<file path="src/design/scp_sqrt.sv">
// ----------------------------------------------------------------------------
// scp_sqrt
// Pipelined integer square root, one result bit per register stage.
// ----------------------------------------------------------------------------
module scp_sqrt #(
   parameter int IN_W  = 50,
   parameter int OUT_W = 25
) (
   input  logic             clock,
   input  logic [IN_W-1:0]  radicand,
   output logic [OUT_W-1:0] root
);

   localparam int TW = 2 * OUT_W + 1;

   logic [TW-1:0]    rem_ff  [OUT_W+1];
   logic [OUT_W-1:0] root_ff [OUT_W+1];

   assign rem_ff[0]  = TW'(radicand);
   assign root_ff[0] = '0;

   for (genvar k = 0; k < OUT_W; k++) begin : g_step
      localparam int B = OUT_W - 1 - k;
      logic [TW-1:0] trial;

      // (r + 2^B)^2 - r^2 for a partial root r that has only bits above B.
      assign trial = (TW'(root_ff[k]) << (B + 1)) + (TW'(1) << (2 * B));

      always_ff @(posedge clock) begin
         if (rem_ff[k] >= trial) begin
            rem_ff[k+1]  <= rem_ff[k] - trial;
            root_ff[k+1] <= root_ff[k] | (OUT_W'(1) << B);
         end else begin
            rem_ff[k+1]  <= rem_ff[k];
            root_ff[k+1] <= root_ff[k];
         end
      end
   end

   assign root = root_ff[OUT_W];

endmodule

</file>
<file path="config.mk">
export PLATFORM = sky130hd
export DESIGN_NAME = scp_sqrt
export DESIGN_NICKNAME = d
export VERILOG_FILES = /design/src/design/scp_sqrt.sv
export SDC_FILE = /design/constraint.sdc
export NUM_CORES = 2
export LEC_CHECK = 0
export BUFFER_PORTS_ARGS = -buffer_cell sky130_fd_sc_hd__buf_2
export CORE_ASPECT_RATIO = 0.7
export CORE_MARGIN = 2
export CORE_UTILIZATION = 55
export DETAILED_ROUTE_END_ITERATION = 12
export PLACE_DENSITY = 0.71
export SKIP_LAST_GASP = 1
export SYNTH_ARGS = -nofsm -noshare
export SYNTH_HDL_FRONTEND = slang
export SYNTH_SLANG_ARGS = --single-unit
</file>
<file path="constraint.sdc">
create_clock -name clock -period 4.65 [get_ports clock]
set_input_delay 1.395 -clock clock [delete_from_list [all_inputs] [get_ports clock]]
set_output_delay 1.395 -clock clock [all_outputs]
set_load 0.01 [all_outputs]
</file>
Word-level counts from Yosys, hierarchy flattened
Index checks and enable logic that the tools add are counted.
- bits in read-only memories: 0
- bits in latches: 0
- flip-flop bits (word level): 1849
- bits in writable memories: 0
- memories kept: 0
- output and inout bits: 25
- order comparisons: 25
- add/sub/neg operators: 48
- bitwise gates (word level): 0
- equality and inequality tests: 0
- $mul: 0
- shifts and indexed selects: 0
- reductions and logical operators: 0
- muxes and demuxes: 25
- div/mod/pow operators: 0
- operator list (cell ; count):
    $mux 51 ; 23
    $ge 51x27->1 ; 1
    $ge 51x28->1 ; 1
    $ge 51x29->1 ; 1
    $ge 51x30->1 ; 1
    $ge 51x31->1 ; 1
    $ge 51x32->1 ; 1
    $ge 51x33->1 ; 1
    $ge 51x34->1 ; 1
    $ge 51x35->1 ; 1
    $ge 51x36->1 ; 1
    $ge 51x37->1 ; 1
    $ge 51x38->1 ; 1
    $ge 51x39->1 ; 1
    $ge 51x40->1 ; 1
    $ge 51x41->1 ; 1
    $ge 51x42->1 ; 1
    $ge 51x43->1 ; 1
    $ge 51x44->1 ; 1
    $ge 51x45->1 ; 1
    $ge 51x46->1 ; 1
    $ge 51x47->1 ; 1
    $ge 51x48->1 ; 1
    $ge 51x49->1 ; 1
    other kinds (52) ; 52

Longest topological paths before layout
- depth in word-level cells: 3
- depth in mapped cells: 15
- depth with buffers taken out: 12

Worst setup path before layout
OpenSTA, ideal clock, no wires.
- path kind: reg-to-reg
- from: register root_ff[174] (netlist bit)
- to: register rem_ff[269] (netlist bit)
- data arrival time: 3095 ps
- stages on the path, launching flop included: 13
- required time: 4529 ps
- setup slack: 1435 ps
- clock period less this slack: 3215 ps
- path buffers: 3
- cells stage by stage: dfxtp_1 -> inv_1 -> ha_1 -> clkbuf_1 -> a21oi_1 -> o211ai_1 -> nor3_1 -> inv_1 -> or4b_2 -> nor3_1 -> clkbuf_1 -> buf_2 -> mux2_2
- longest elaborated chain between the ends: 3
- ends and longest elaborated chain (what ; RTL line ; text):
    start: declaration ; 17 ; logic [OUT_W-1:0] root_ff [OUT_W+1];
    start signal: indexed assignment ; 32 ; root_ff[k+1] <= root_ff[k] | (OUT_W'(1) << B);
    start signal: indexed assignment ; 35 ; root_ff[k+1] <= root_ff[k];
    $add 31x11->32 ; 27 ; assign trial = (TW'(root_ff[k]) << (B + 1)) + (TW'(1) << (2 * B));
    $ge 51x32->1 ; 30 ; if (rem_ff[k] >= trial) begin
    $mux 51 ; 30 ;
    end signal: indexed assignment ; 31 ; rem_ff[k+1] <= rem_ff[k] - trial;
    end signal: indexed assignment ; 34 ; rem_ff[k+1] <= rem_ff[k];
    end: declaration ; 16 ; logic [TW-1:0] rem_ff [OUT_W+1];
No other way between the ends.
A chain may end at the register's enable or synchronous reset.

Worst setup path in the final report
- from: register root_ff[165] (netlist bit)
- to: register rem_ff[303] (netlist bit)
- longest elaborated chain between the ends: 3
- ends and longest elaborated chain (what ; RTL line):
    $add 31x11->32 * ; 27
    $sub 51x32->51 / $ge 51x32->1 (equally long branches) ; 31, 30
    $mux 51 * ; 30
Every way passes the cells marked *; elsewhere a longest branch is shown, timed or not.

==> impl_metrics.py <==
metrics = {
    "outcome": {
        "status": "finished clean",
    },
    "critical_path": {
        "cp-end-kind": "flop",
        "crit_path_top_delay_cell": "nor4_1",
        "r2r_cells": 12,
        "r2r-end": "rem_ff[303]$_DFF_P_",
        "cp-start-kind": "flop",
        "worst-setup-path-type": "reg -> reg",
        "cp-endpoint": "rem_ff[303]$_DFF_P_",
        "crit_required_ps": 5300,
        "worstPathCellList": "inv_1, ha_1, nand4b_1, nor4_1, nand4_1, nor4_1, or4b_2, nor3_2, a2111oi_2, buf_4, nand3_1, xnor2_1",
        "max_stage_delay_ps": 930,
        "rrSetupSlack_ps": 100,
        "arrival_ps": 5200,
        "reg2reg_from": "root_ff[165]$_DFF_P_",
        "cp_max_fo": 10,
        "crit_path_start": "root_ff[165]$_DFF_P_",
        "critPathMostFrequentCell": "nor4_1",
    },
    "die": {
        "die_w_um": 392,
        "ios": 76,
        "dieArea_um2": 108000,
        "core_area_um2": 104000,
        "rows": 99,
        "die_h_um": 276,
        "initial_utilization": 0.556,
    },
    "logic_synthesis": {
        "synth-edff-count": 0,
        "synth.avg_cell_area_um2": 10.1,
        "syn_nets": 6168,
        "synth_ff_type": "dfxtp_1",
        "netlist.top_cell.by_area": "dfxtp_1",
        "syn_inst": 5771,
        "synth_cell_types": 86,
        "ys_warn_count": 0,
        "synth_area_um2": 58100,
        "ys_seq_area_frac": 0.534,
        "synthTopCellsByArea": "dfxtp_1 53%, ha_1 7.5%, xor2_1 4.1%",
        "synth_seq_cells": 1549,
        "synth_top_area_share": 0.534,
        "async_flop_share": 0,
    },
    "detailed_routing": {
        "first_iter_violations": 3470,
        "routed_wl_um": 145000,
        "vias": 41400,
        "antenna_left": 0,
        "dr.pass1.iters": 5,
        "route.detailed.drc": 0,
        "routedWlPerCell_um": 19.5,
        "vias_per_cell": 5.55,
    },
    "global_route": {
        "overflow": 0,
        "grt_pass1_vias": 39300,
        "grt_start_max_net_pins": 48,
        "grtUsageTotal": 0.267,
        "grt_pass1_wl_um": 224000,
        "antenna_found_initial": 13,
    },
    "place": {
        "dp_hpwl_um": 111000,
        "port-buffer-count": 75,
        "gp_congestion": 0.941,
        "placed_area_um2": 60100,
    },
    "clock_tree": {
        "postCtsSetupRepairBufs": 0,
        "cts_made_buffers": 140,
        "root_buffer": "clkbuf_16",
        "postCtsHoldBufs": 0,
        "path_clk_slew_ps": 60,
        "htreeDepth": 4,
        "cts.sinks": 1549,
        "cts_tree": "yes",
        "post_cts_resize_count": 0,
        "clk_latency_ps": 790,
        "clockBufferDepth": 3,
    },
    "sta": {
        "final.setup.tns_ps": 0,
        "rsz0062_at_grt": "false",
        "fmaxAchievable_mhz": 220,
        "setup_viol_count_final": 0,
        "finClkSkew_ps": 48.8,
        "slew_headroom": 0.218,
        "period_share": 0.979,
        "period_minus_slack_ps": 4550,
        "tightest_slew_ps": 1160,
        "report.final.slew_viol_count": 0,
        "final-hold-violation-count": 0,
    },
    "final_layout": {
        "mostFrequentLayoutCell": "dfxtp_1",
        "final_area_um2": 65000,
        "syn2layout_area_growth_pct": 12.0,
        "final_nets": 6316,
        "layout-drive-gt1-share": 0.0719,
        "layout_common_cells": "1549 x dfxtp_1, 421 x inv_1, 373 x nand2_1",
    },
    "power": {
        "power_density_nw_per_um2": 619,
        "leakage_nw": 29.6,
        "worst_ir_drop_vdd_v": 0.000432,
    },
    "min_path": {
        "worst_hold_path_type": "reg -> reg",
    },
    "flow_run": {
        "maxCapViolations": 0,
    },
}
cell families (layout without fill, tap and decap cells):
family | Yosys count | count (layout) | share of synthesized area
compound gates | 1051 | 1051 | 0.113
xor+xnor | 543 | 543 | 0.0819
fa+ha+maj | 346 | 346 | 0.0745
buf+inv | 528 | 790 | 0.0346
flops | 1549 | 1549 | 0.534
mux | 57 | 57 | 0.0107
other cells | 1 | 3 | 0.0000646
simple gates | 1696 | 1696 | 0.152
routing by layer:
layer,vias up,share of wire,track usage,routed length (um)
li1,20300,-,-,-
met5,-,0.00027,0,39
met1,19500,0.51,0.413,74100
met2,1366,0.39,0.369,56500
met3,184,0.083,0.0628,12100
met4,6,0.017,0.0667,2460
sequential cells by signal, summed over array words and instances (netlist names):
register	count
root_ff	300
root	25
rem_ff	1224
cell type report:
type | instances | area [um2]
fill | 8499 | 39400
sequential | 1549 | 31000
multi-input combinational | 3694 | 25100
clock buffer | 194 | 3960
tap | 1414 | 1770
inverter | 426 | 1600
clock inverter | 62 | 973
timing repair buffer | 108 | 621
antenna | 2 | 5.00
per-stage QoR:
step                      total power, mW   util  hold slack, ps  setup slack, ps  cells
after floorplan                      24.9      -             322             1430   5771
after global placement               28.1  0.576             331              184   7190
after detailed placement             28.2  0.576             330              273   7190
after CTS                            40.2  0.623             314              222   7446
after global routing                 42.2  0.623             328           0.0404   7448
final                                40.2  0.623             316             97.7   7449
power by group:
part	leakage (nW)	switching, mW	total, mW	internal, mW
sequential	13.0	2.85	19.1	16.2
combinational	14.3	5.23	9.21	3.99
clock	2.35	5.28	11.9	6.67
total	29.6	13.3	40.2	26.9
cells in the mapped netlist, types with 23 or more instances:
library cell	n
a211oi_1	27
a21o_1	130
a21oi_1	305
a31oi_1	34
and3_1	31
clkbuf_1	77
dfxtp_1	1549
ha_1	346
inv_1	421
mux2_2	40
nand2_1	373
nand2b_1	69
nand3_1	96
nand4_1	85
nand4b_1	24
nor2_1	352
nor2b_1	48
nor3_1	175
nor4_1	204
nor4b_1	30
o21a_1	65
o21ai_0	274
o21bai_1	24
o31ai_1	33
or2_2	23
or3_1	63
or4_1	29
xnor2_1	269
xor2_1	274
critical path, delay by kind of cell, from the launching register on:
family                   cells  cell delay (ps)
buffers and inverters        2              280
XOR/XNOR                     1              240
adder cells (fa/ha/maj)      1              390
AND/OR/NAND/NOR              7             2810
flip-flops                   1              390
AO/OA/AOI/OAI                1              340
worst min-delay path by stage:
stage	endpoint	slack [ps]	startpoint	cells after the start
4_1_cts	root_ff[30]$_DFF_P_	310	root_ff[55]$_DFF_P_	0
6_report	root_ff[30]$_DFF_P_	320	root_ff[55]$_DFF_P_	0
3_3_place_gp	rem_ff[361]$_DFF_P_	330	rem_ff[412]$_DFF_P_	0
2_1_floorplan	rem_ff[103]$_DFF_P_	320	rem_ff[154]$_DFF_P_	0
5_1_grt	root_ff[30]$_DFF_P_	330	root_ff[55]$_DFF_P_	0
3_5_place_dp	rem_ff[520]$_DFF_P_	330	rem_ff[571]$_DFF_P_	0
Power figures use the tool's default switching activity.
