--- config.mk ---
export PLATFORM = sky130hd
export DESIGN_NAME = scp_div
export DESIGN_NICKNAME = d
export VERILOG_FILES = /design/src/design/scp_div.sv
export SDC_FILE = /design/constraint.sdc
export NUM_CORES = 2
export LEC_CHECK = 0
export ABC_CLOCK_PERIOD_IN_PS = 5300
export BUFFER_PORTS_ARGS = -buffer_cell sky130_fd_sc_hd__clkbuf_2
export CAP_MARGIN = 20
export CORE_ASPECT_RATIO = 1.4
export CORE_MARGIN = 1.5
export CORE_UTILIZATION = 46
export CTS_CLUSTER_SIZE = 14
export DETAILED_ROUTE_END_ITERATION = 7
export SLEW_MARGIN = 20
export SYNTH_ARGS = -nofsm -noshare
export SYNTH_HDL_FRONTEND = slang
export SYNTH_SLANG_ARGS = --single-unit
--- constraint.sdc ---
create_clock -name clock -period 5.3 [get_ports clock]
set_input_delay 0.265 -clock clock [delete_from_list [all_inputs] [get_ports clock]]
set_output_delay 0.265 -clock clock [all_outputs]
set_load 0.005 [all_outputs]
--- src/design/scp_div.sv ---
// ----------------------------------------------------------------------------
// scp_div
// Pipelined unsigned restoring divider with a quotient overflow flag.
// ----------------------------------------------------------------------------
module scp_div #(
   parameter int NUM_W = 44,
   parameter int DEN_W = 31,
   parameter int Q_W   = 16
) (
   input  logic             clock,
   input  logic [NUM_W-1:0] numer,
   input  logic [DEN_W-1:0] denom,
   output logic [Q_W-1:0]   quot,
   output logic             ovf
);

   localparam int CW = ((NUM_W > DEN_W + Q_W) ? NUM_W : DEN_W + Q_W) + 1;

   logic [CW-1:0]    rem_ff [Q_W+1];
   logic [DEN_W-1:0] den_ff [Q_W+1];
   logic [Q_W-1:0]   q_ff   [Q_W+1];
   logic             ovf_ff [Q_W+1];

   // The first stage flags quotients that do not fit in Q_W bits.
   always_ff @(posedge clock) begin
      rem_ff[0] <= CW'(numer);
      den_ff[0] <= denom;
      q_ff[0]   <= '0;
      ovf_ff[0] <= CW'(numer) >= (CW'(denom) << Q_W);
   end

   for (genvar k = 0; k < Q_W; k++) begin : g_step
      localparam int B = Q_W - 1 - k;
      logic [CW-1:0] trial;

      assign trial = CW'(den_ff[k]) << B;

      always_ff @(posedge clock) begin
         den_ff[k+1] <= den_ff[k];
         ovf_ff[k+1] <= ovf_ff[k];
         if (rem_ff[k] >= trial) begin
            rem_ff[k+1] <= rem_ff[k] - trial;
            q_ff[k+1]   <= q_ff[k] | (Q_W'(1) << B);
         end else begin
            rem_ff[k+1] <= rem_ff[k];
            q_ff[k+1]   <= q_ff[k];
         end
      end
   end

   assign quot = q_ff[Q_W];
   assign ovf  = ovf_ff[Q_W];

endmodule

; Word level (Yosys, flattened, before mapping)
; Memory sizes are Yosys's and may differ from the RTL's.
; Cells that the tools add are included.
[totals]
wordCells = 149
inputBits = 76
out_inout_bits = 17
ram_bits = 1632
regBits = 0
n_memories = 4
[op_classes]
bitwise_logic = 32
muxes = 80
n_addsub = 16
magnitude_cmp = 17
[mem_list]
columns = memory, words, width, rd, rd_ports_with_merged_regs, write_ports, line
row1 = rem_ff, 17, 48, 16, 0, 17, 19  ; logic [CW-1:0] rem_ff [Q_W+1];
row2 = den_ff, 17, 31, 16, 0, 17, 20  ; logic [DEN_W-1:0] den_ff [Q_W+1];
row3 = q_ff, 17, 16, 17, 0, 17, 21  ; logic [Q_W-1:0] q_ff [Q_W+1];
row4 = ovf_ff, 17, 1, 17, 0, 17, 22  ; logic ovf_ff [Q_W+1];
[ops]
columns = op, n
row1 = $mux W48, 16
row2 = $mux W16, 16
row3 = $ge A48 B31 Y1, 1
row4 = $ge A48 B32 Y1, 1
row5 = $ge A48 B33 Y1, 1
row6 = $ge A48 B34 Y1, 1
row7 = $ge A48 B35 Y1, 1
row8 = $ge A48 B36 Y1, 1
row9 = $ge A48 B37 Y1, 1
row10 = $ge A48 B38 Y1, 1
row11 = $ge A48 B39 Y1, 1
row12 = $ge A48 B40 Y1, 1
row13 = $ge A48 B41 Y1, 1
row14 = $ge A48 B42 Y1, 1
row15 = $ge A48 B43 Y1, 1
row16 = $ge A48 B44 Y1, 1
row17 = $ge A48 B45 Y1, 1
row18 = $ge A48 B46 Y1, 1
row19 = $mux W1, 48
row20 = $sub A48 B31 Y48, 1
row21 = $sub A48 B32 Y48, 1
row22 = $sub A48 B33 Y48, 1
row23 = $sub A48 B34 Y48, 1
row24 = $sub A48 B35 Y48, 1
row25 = other kinds (13), 44

; Depth between registers and ports, before layout
; An unclocked memory read counts as a cell.
[depth]
depth_word = 5
mapped_depth = 16
mapped_depth_nobuf = 15

; Worst setup path before layout
; OpenSTA, ideal clock, no wires.
[synth_timing]
path_kind = register to register
startpoint = memory rem_ff[9][6] (netlist bit)
endpoint = memory rem_ff[10][46] (netlist bit)
t_arrival_ps = 3321
path_slack_ps = 1851
synth_period_minus_slack_ps = 3449
setup_ps = 128
n_path_buf = 0
stages_incl_launch_ff = 16
cell_sequence = dfxtp_1 > inv_1 > ha_1 > inv_1 > fa_1 > a21o_1 > a311oi_1 > o21ai_1 > o311a_1 > nor4_2 > o41ai_2 > a2111oi_4 > inv_2 > and2_4 > nor3b_1 > xor2_1
[synth_lines]
columns = item, line
row1 = "start, declared", 19

==> results by group <==
Run status
  – Status: completed

Drt
  – Vias per inst: 5.32
  – Drt total wl: 156 mm
  – Drt drc: 0
  – TritonRoute pass-1 iters: 5
  – Post-route ant nets: 0
  – Avg WL per Cell: 17.2 µm
  – Via count: 48300
  – Starting DRT DRC Count: 1810

Timing
  – Hold slack final: 135 ps
  – FMAX: 233 MHz
  – Clock Skews: 28.0 ps
  – Final Hold Vio Count: 0
  – Measured slew at the worst slew-check pin: 1220 ps
  – Final-report max-slew violation count: 0
  – Minimum clock period after layout: 4280 ps
  – RSZ-0062 raised after global routing: false
  – Setup total negative slack: 0 ps
  – Final setup viols: 0
  – Tcrit/Tclk final: 80.8%
  – Relative slew slack: 17.8%

Worst hold path
  – Hold Path End: den_ff[0][22]$_DFF_P_
  – Hold depth: 2
  – HP Start: denom[22]
  – Hold WC Path Type: in2reg

Final layout
  – Commonest cells after routing, fill and taps aside: 1413 x dfxtp_1, 654 x inv_1, 598 x a21oi_1, 550 x nand2_1, 522 x ha_1
  – Multi-input gate area: 0.0324 mm²
  – Layout Nets: 7780
  – P&R area growth vs syn: 12.4%
  – Final core utilization: 52.1%
  – Seq. cell area: 0.0283 mm²
  – Most common cell after layout, fill and taps aside: dfxtp_1
  – Fillers: 12600
  – Layout cell share with drive strength beyond 1: 6.95%

GRT
  – Vias in the first global route: 50600
  – Pin count of the biggest net entering global routing: 67
  – Initial antenna violation count: 1
  – Congestion Overflow GR: 0
  – Global-route wire length before repair: 247 mm
  – GRT Overall Usage: 21.9%

Clock network
  – CTS sink count: 1413
  – Worst-skew pair later-pin latency: 780 ps
  – Max Buffers Root-to-Sink: 3
  – Clock root cell: clkbuf_16
  – CTS Buf Count: 144
  – CTS tree: yes
  – Setup bufs post-CTS: 0
  – Hold buffers post-CTS: 75
  – PostCTS Resize Cnt: 0
  – H-tree level count: 4
  – Reg clk slew, reported paths: 60 ps

Synthesis
  – Post-synth ARST share: 0%
  – Average size of a mapped cell: 9.12 µm²
  – Distinct cells, synth: 85
  – Cell Area, Synth: 0.0638 mm²
  – EDFF count, synth: 0
  – Yosys top cell area share: 44.3%
  – Synthesized flop and latch total: 1413
  – Cells after Synth: 7002
  – Post-synth top flop: dfxtp_1
  – Synth area leaders: dfxtp_1 44%, ha_1 10%, a21oi_1 4.7%, xnor2_1 4.0%, inv_1 3.8%
  – Mapped Nets: 7615
  – Area leader, netlist: dfxtp_1
  – Synth Warn #: 0
  – Sequential area share after synthesis: 44.3%

Placement
  – Port-buffer cells: 92
  – DP HPWL: 124 mm
  – Gp weighted congestion: 0.927

Critical path
  – Crit path max fanout: 66
  – Worst setup EP type: flop
  – Worst Path Buf+Inv: 3
  – Critical Path RT: 5960 ps
  – R2r setup slk: 1020 ps
  – Startpoint Class: flop
  – Crit path largest cell delay: 510 ps
  – CP cell instances: inv_1 -> ha_1 -> inv_1 -> fa_1 -> a211oi_1 -> o21ai_0 -> a211oi_1 -> o21ai_0 -> a211oi_1 -> o21ai_0 -> a221oi_4 -> buf_12 -> mux2_2
  – CP Class: reg2reg
  – Critical path arrival: 4940 ps
  – CP max stage cell: a211oi_1
  – Worst r2r src: rem_ff[1][14]$_DFF_P_
  – R2R cell count: 13
  – Family with the most delay on the worst path: compound AO/OA/AOI/OAI gates
  – FF-to-FF End: rem_ff[2][15]$_DFF_P_

Power
  – VDD IR max: 0.332 mV
  – Leakage Power: 32.4 nW
  – Power Dens Cells: 620 mW/mm²

Die
  – CORE AREA: 0.138 mm²
  – Starting Density: 46.4%
  – # rows: 161
  – Die height: 444 µm
  – Die W: 318 µm
  – Die ar.: 0.141 mm²
  – Ports: 93

Run
  – MaxCap Viol Count: 0
-- through the flow --
step / cells / setup WS (ps) / cell area [µm²] / total power, W
after global placement: 8739 / 1110 / 66300 / 0.0344
after CTS: 9069 / 962 / 71700 / 0.0447
after global routing: 9071 / 747 / 71700 / 0.0478
after detailed placement: 8739 / 989 / 66300 / 0.0346
after floorplan: 7002 / 1850 / 63800 / 0.0296
final: 9071 / 1020 / 71700 / 0.0445
-- synthesized netlist by cell type, types with 36 or more instances --
| library cell | instances |
|---|---|
| nor2_1 | 421 |
| nand4_1 | 110 |
| clkbuf_1 | 161 |
| o21a_1 | 46 |
| nor4_1 | 60 |
| dfxtp_1 | 1413 |
| nor2b_1 | 72 |
| a211oi_1 | 54 |
| o31ai_1 | 41 |
| ha_1 | 522 |
| or3_1 | 43 |
| nand3_1 | 94 |
| nand2b_1 | 63 |
| a21o_1 | 278 |
| a31oi_1 | 41 |
| xor2_1 | 239 |
| nor3_1 | 120 |
| o21ai_0 | 481 |
| inv_1 | 654 |
| nand2_1 | 550 |
| and3_1 | 36 |
| o21bai_1 | 82 |
| xnor2_1 | 289 |
| mux2_2 | 83 |
| a21oi_1 | 601 |
-- sequential cells by signal, summed over array words and instances (netlist names) --
register,flops
den_ff,496
ovf_ff,17
q_ff,136
rem_ff,764
-- worst max path at each step --
| stage | startpoint | end | slack (ps) | depth (start not counted) |
|---|---|---|---|---|
| 2_1_floorplan | rem_ff[9][6]$_DFF_P_ | rem_ff[10][46]$_DFF_P_ | 1850 | 15 |
| 3_3_place_gp | rem_ff[1][14]$_DFF_P_ | rem_ff[2][15]$_DFF_P_ | 1110 | 13 |
| 3_5_place_dp | rem_ff[1][14]$_DFF_P_ | rem_ff[2][15]$_DFF_P_ | 990 | 13 |
| 4_1_cts | rem_ff[1][14]$_DFF_P_ | rem_ff[2][15]$_DFF_P_ | 960 | 13 |
| 5_1_grt | rem_ff[1][14]$_DFF_P_ | rem_ff[2][45]$_DFF_P_ | 750 | 15 |
| 6_report | rem_ff[1][14]$_DFF_P_ | rem_ff[2][15]$_DFF_P_ | 1020 | 13 |
-- cell families (layout without fill, tap and decap cells) --
kind of cell / Yosys count / after routing / share of synthesized area, %
AO/OA/AOI/OAI: 1856 / 1856 / 18.0
XOR/XNOR: 528 / 528 / 7.25
adder cells (fa/ha/maj): 537 / 537 / 10.7
buffers and inverters: 850 / 1124 / 5.04
flip-flops: 1413 / 1413 / 44.3
multiplexers: 88 / 88 / 1.54
other: 0 / 2 / 0
AND/OR/NAND/NOR: 1730 / 1730 / 13.1
-- worst reg2reg max path, cell delays in order (launching register included) --
cell      delay [ps]
dfxtp_1          310
inv_1             50
ha_1             150
inv_1             60
fa_1             420
a211oi_1         390
o21ai_0          250
a211oi_1         510
o21ai_0          370
a211oi_1         480
o21ai_0          200
a221oi_4         260
buf_12           300
mux2_2           410
-- power breakdown --
part	total, W	switching, W	internal, W	leakage (nW)
Combinational	0.0195	0.0111	0.00834	18.2
Clock	0.00990	0.00412	0.00577	2.30
Sequential	0.0151	0.00161	0.0135	11.9
Total	0.0445	0.0169	0.0276	32.4
-- cell type report --
class | instances | area share [%]
Inverter | 657 | 3.44
Antenna cell | 2 | 0.00698
Clock inverter | 42 | 0.605
Timing Repair Buffer | 212 | 2.26
Sequential cell | 1413 | 39.4
Tap cell | 1793 | 3.13
Clock buffer | 213 | 5.89
Multi-Input combinational cell | 4739 | 45.2
-- layer usage --
layer,wire length [µm],GRT usage [%],vias to the layer above
li1,-,-,24700
met1,50300,17.3,22100
met2,88100,45.9,958
met3,3590,2.62,566
met4,13700,18.6,0
met5,0,0,-
No activity file was read; power rests on OpenSTA's default activity.
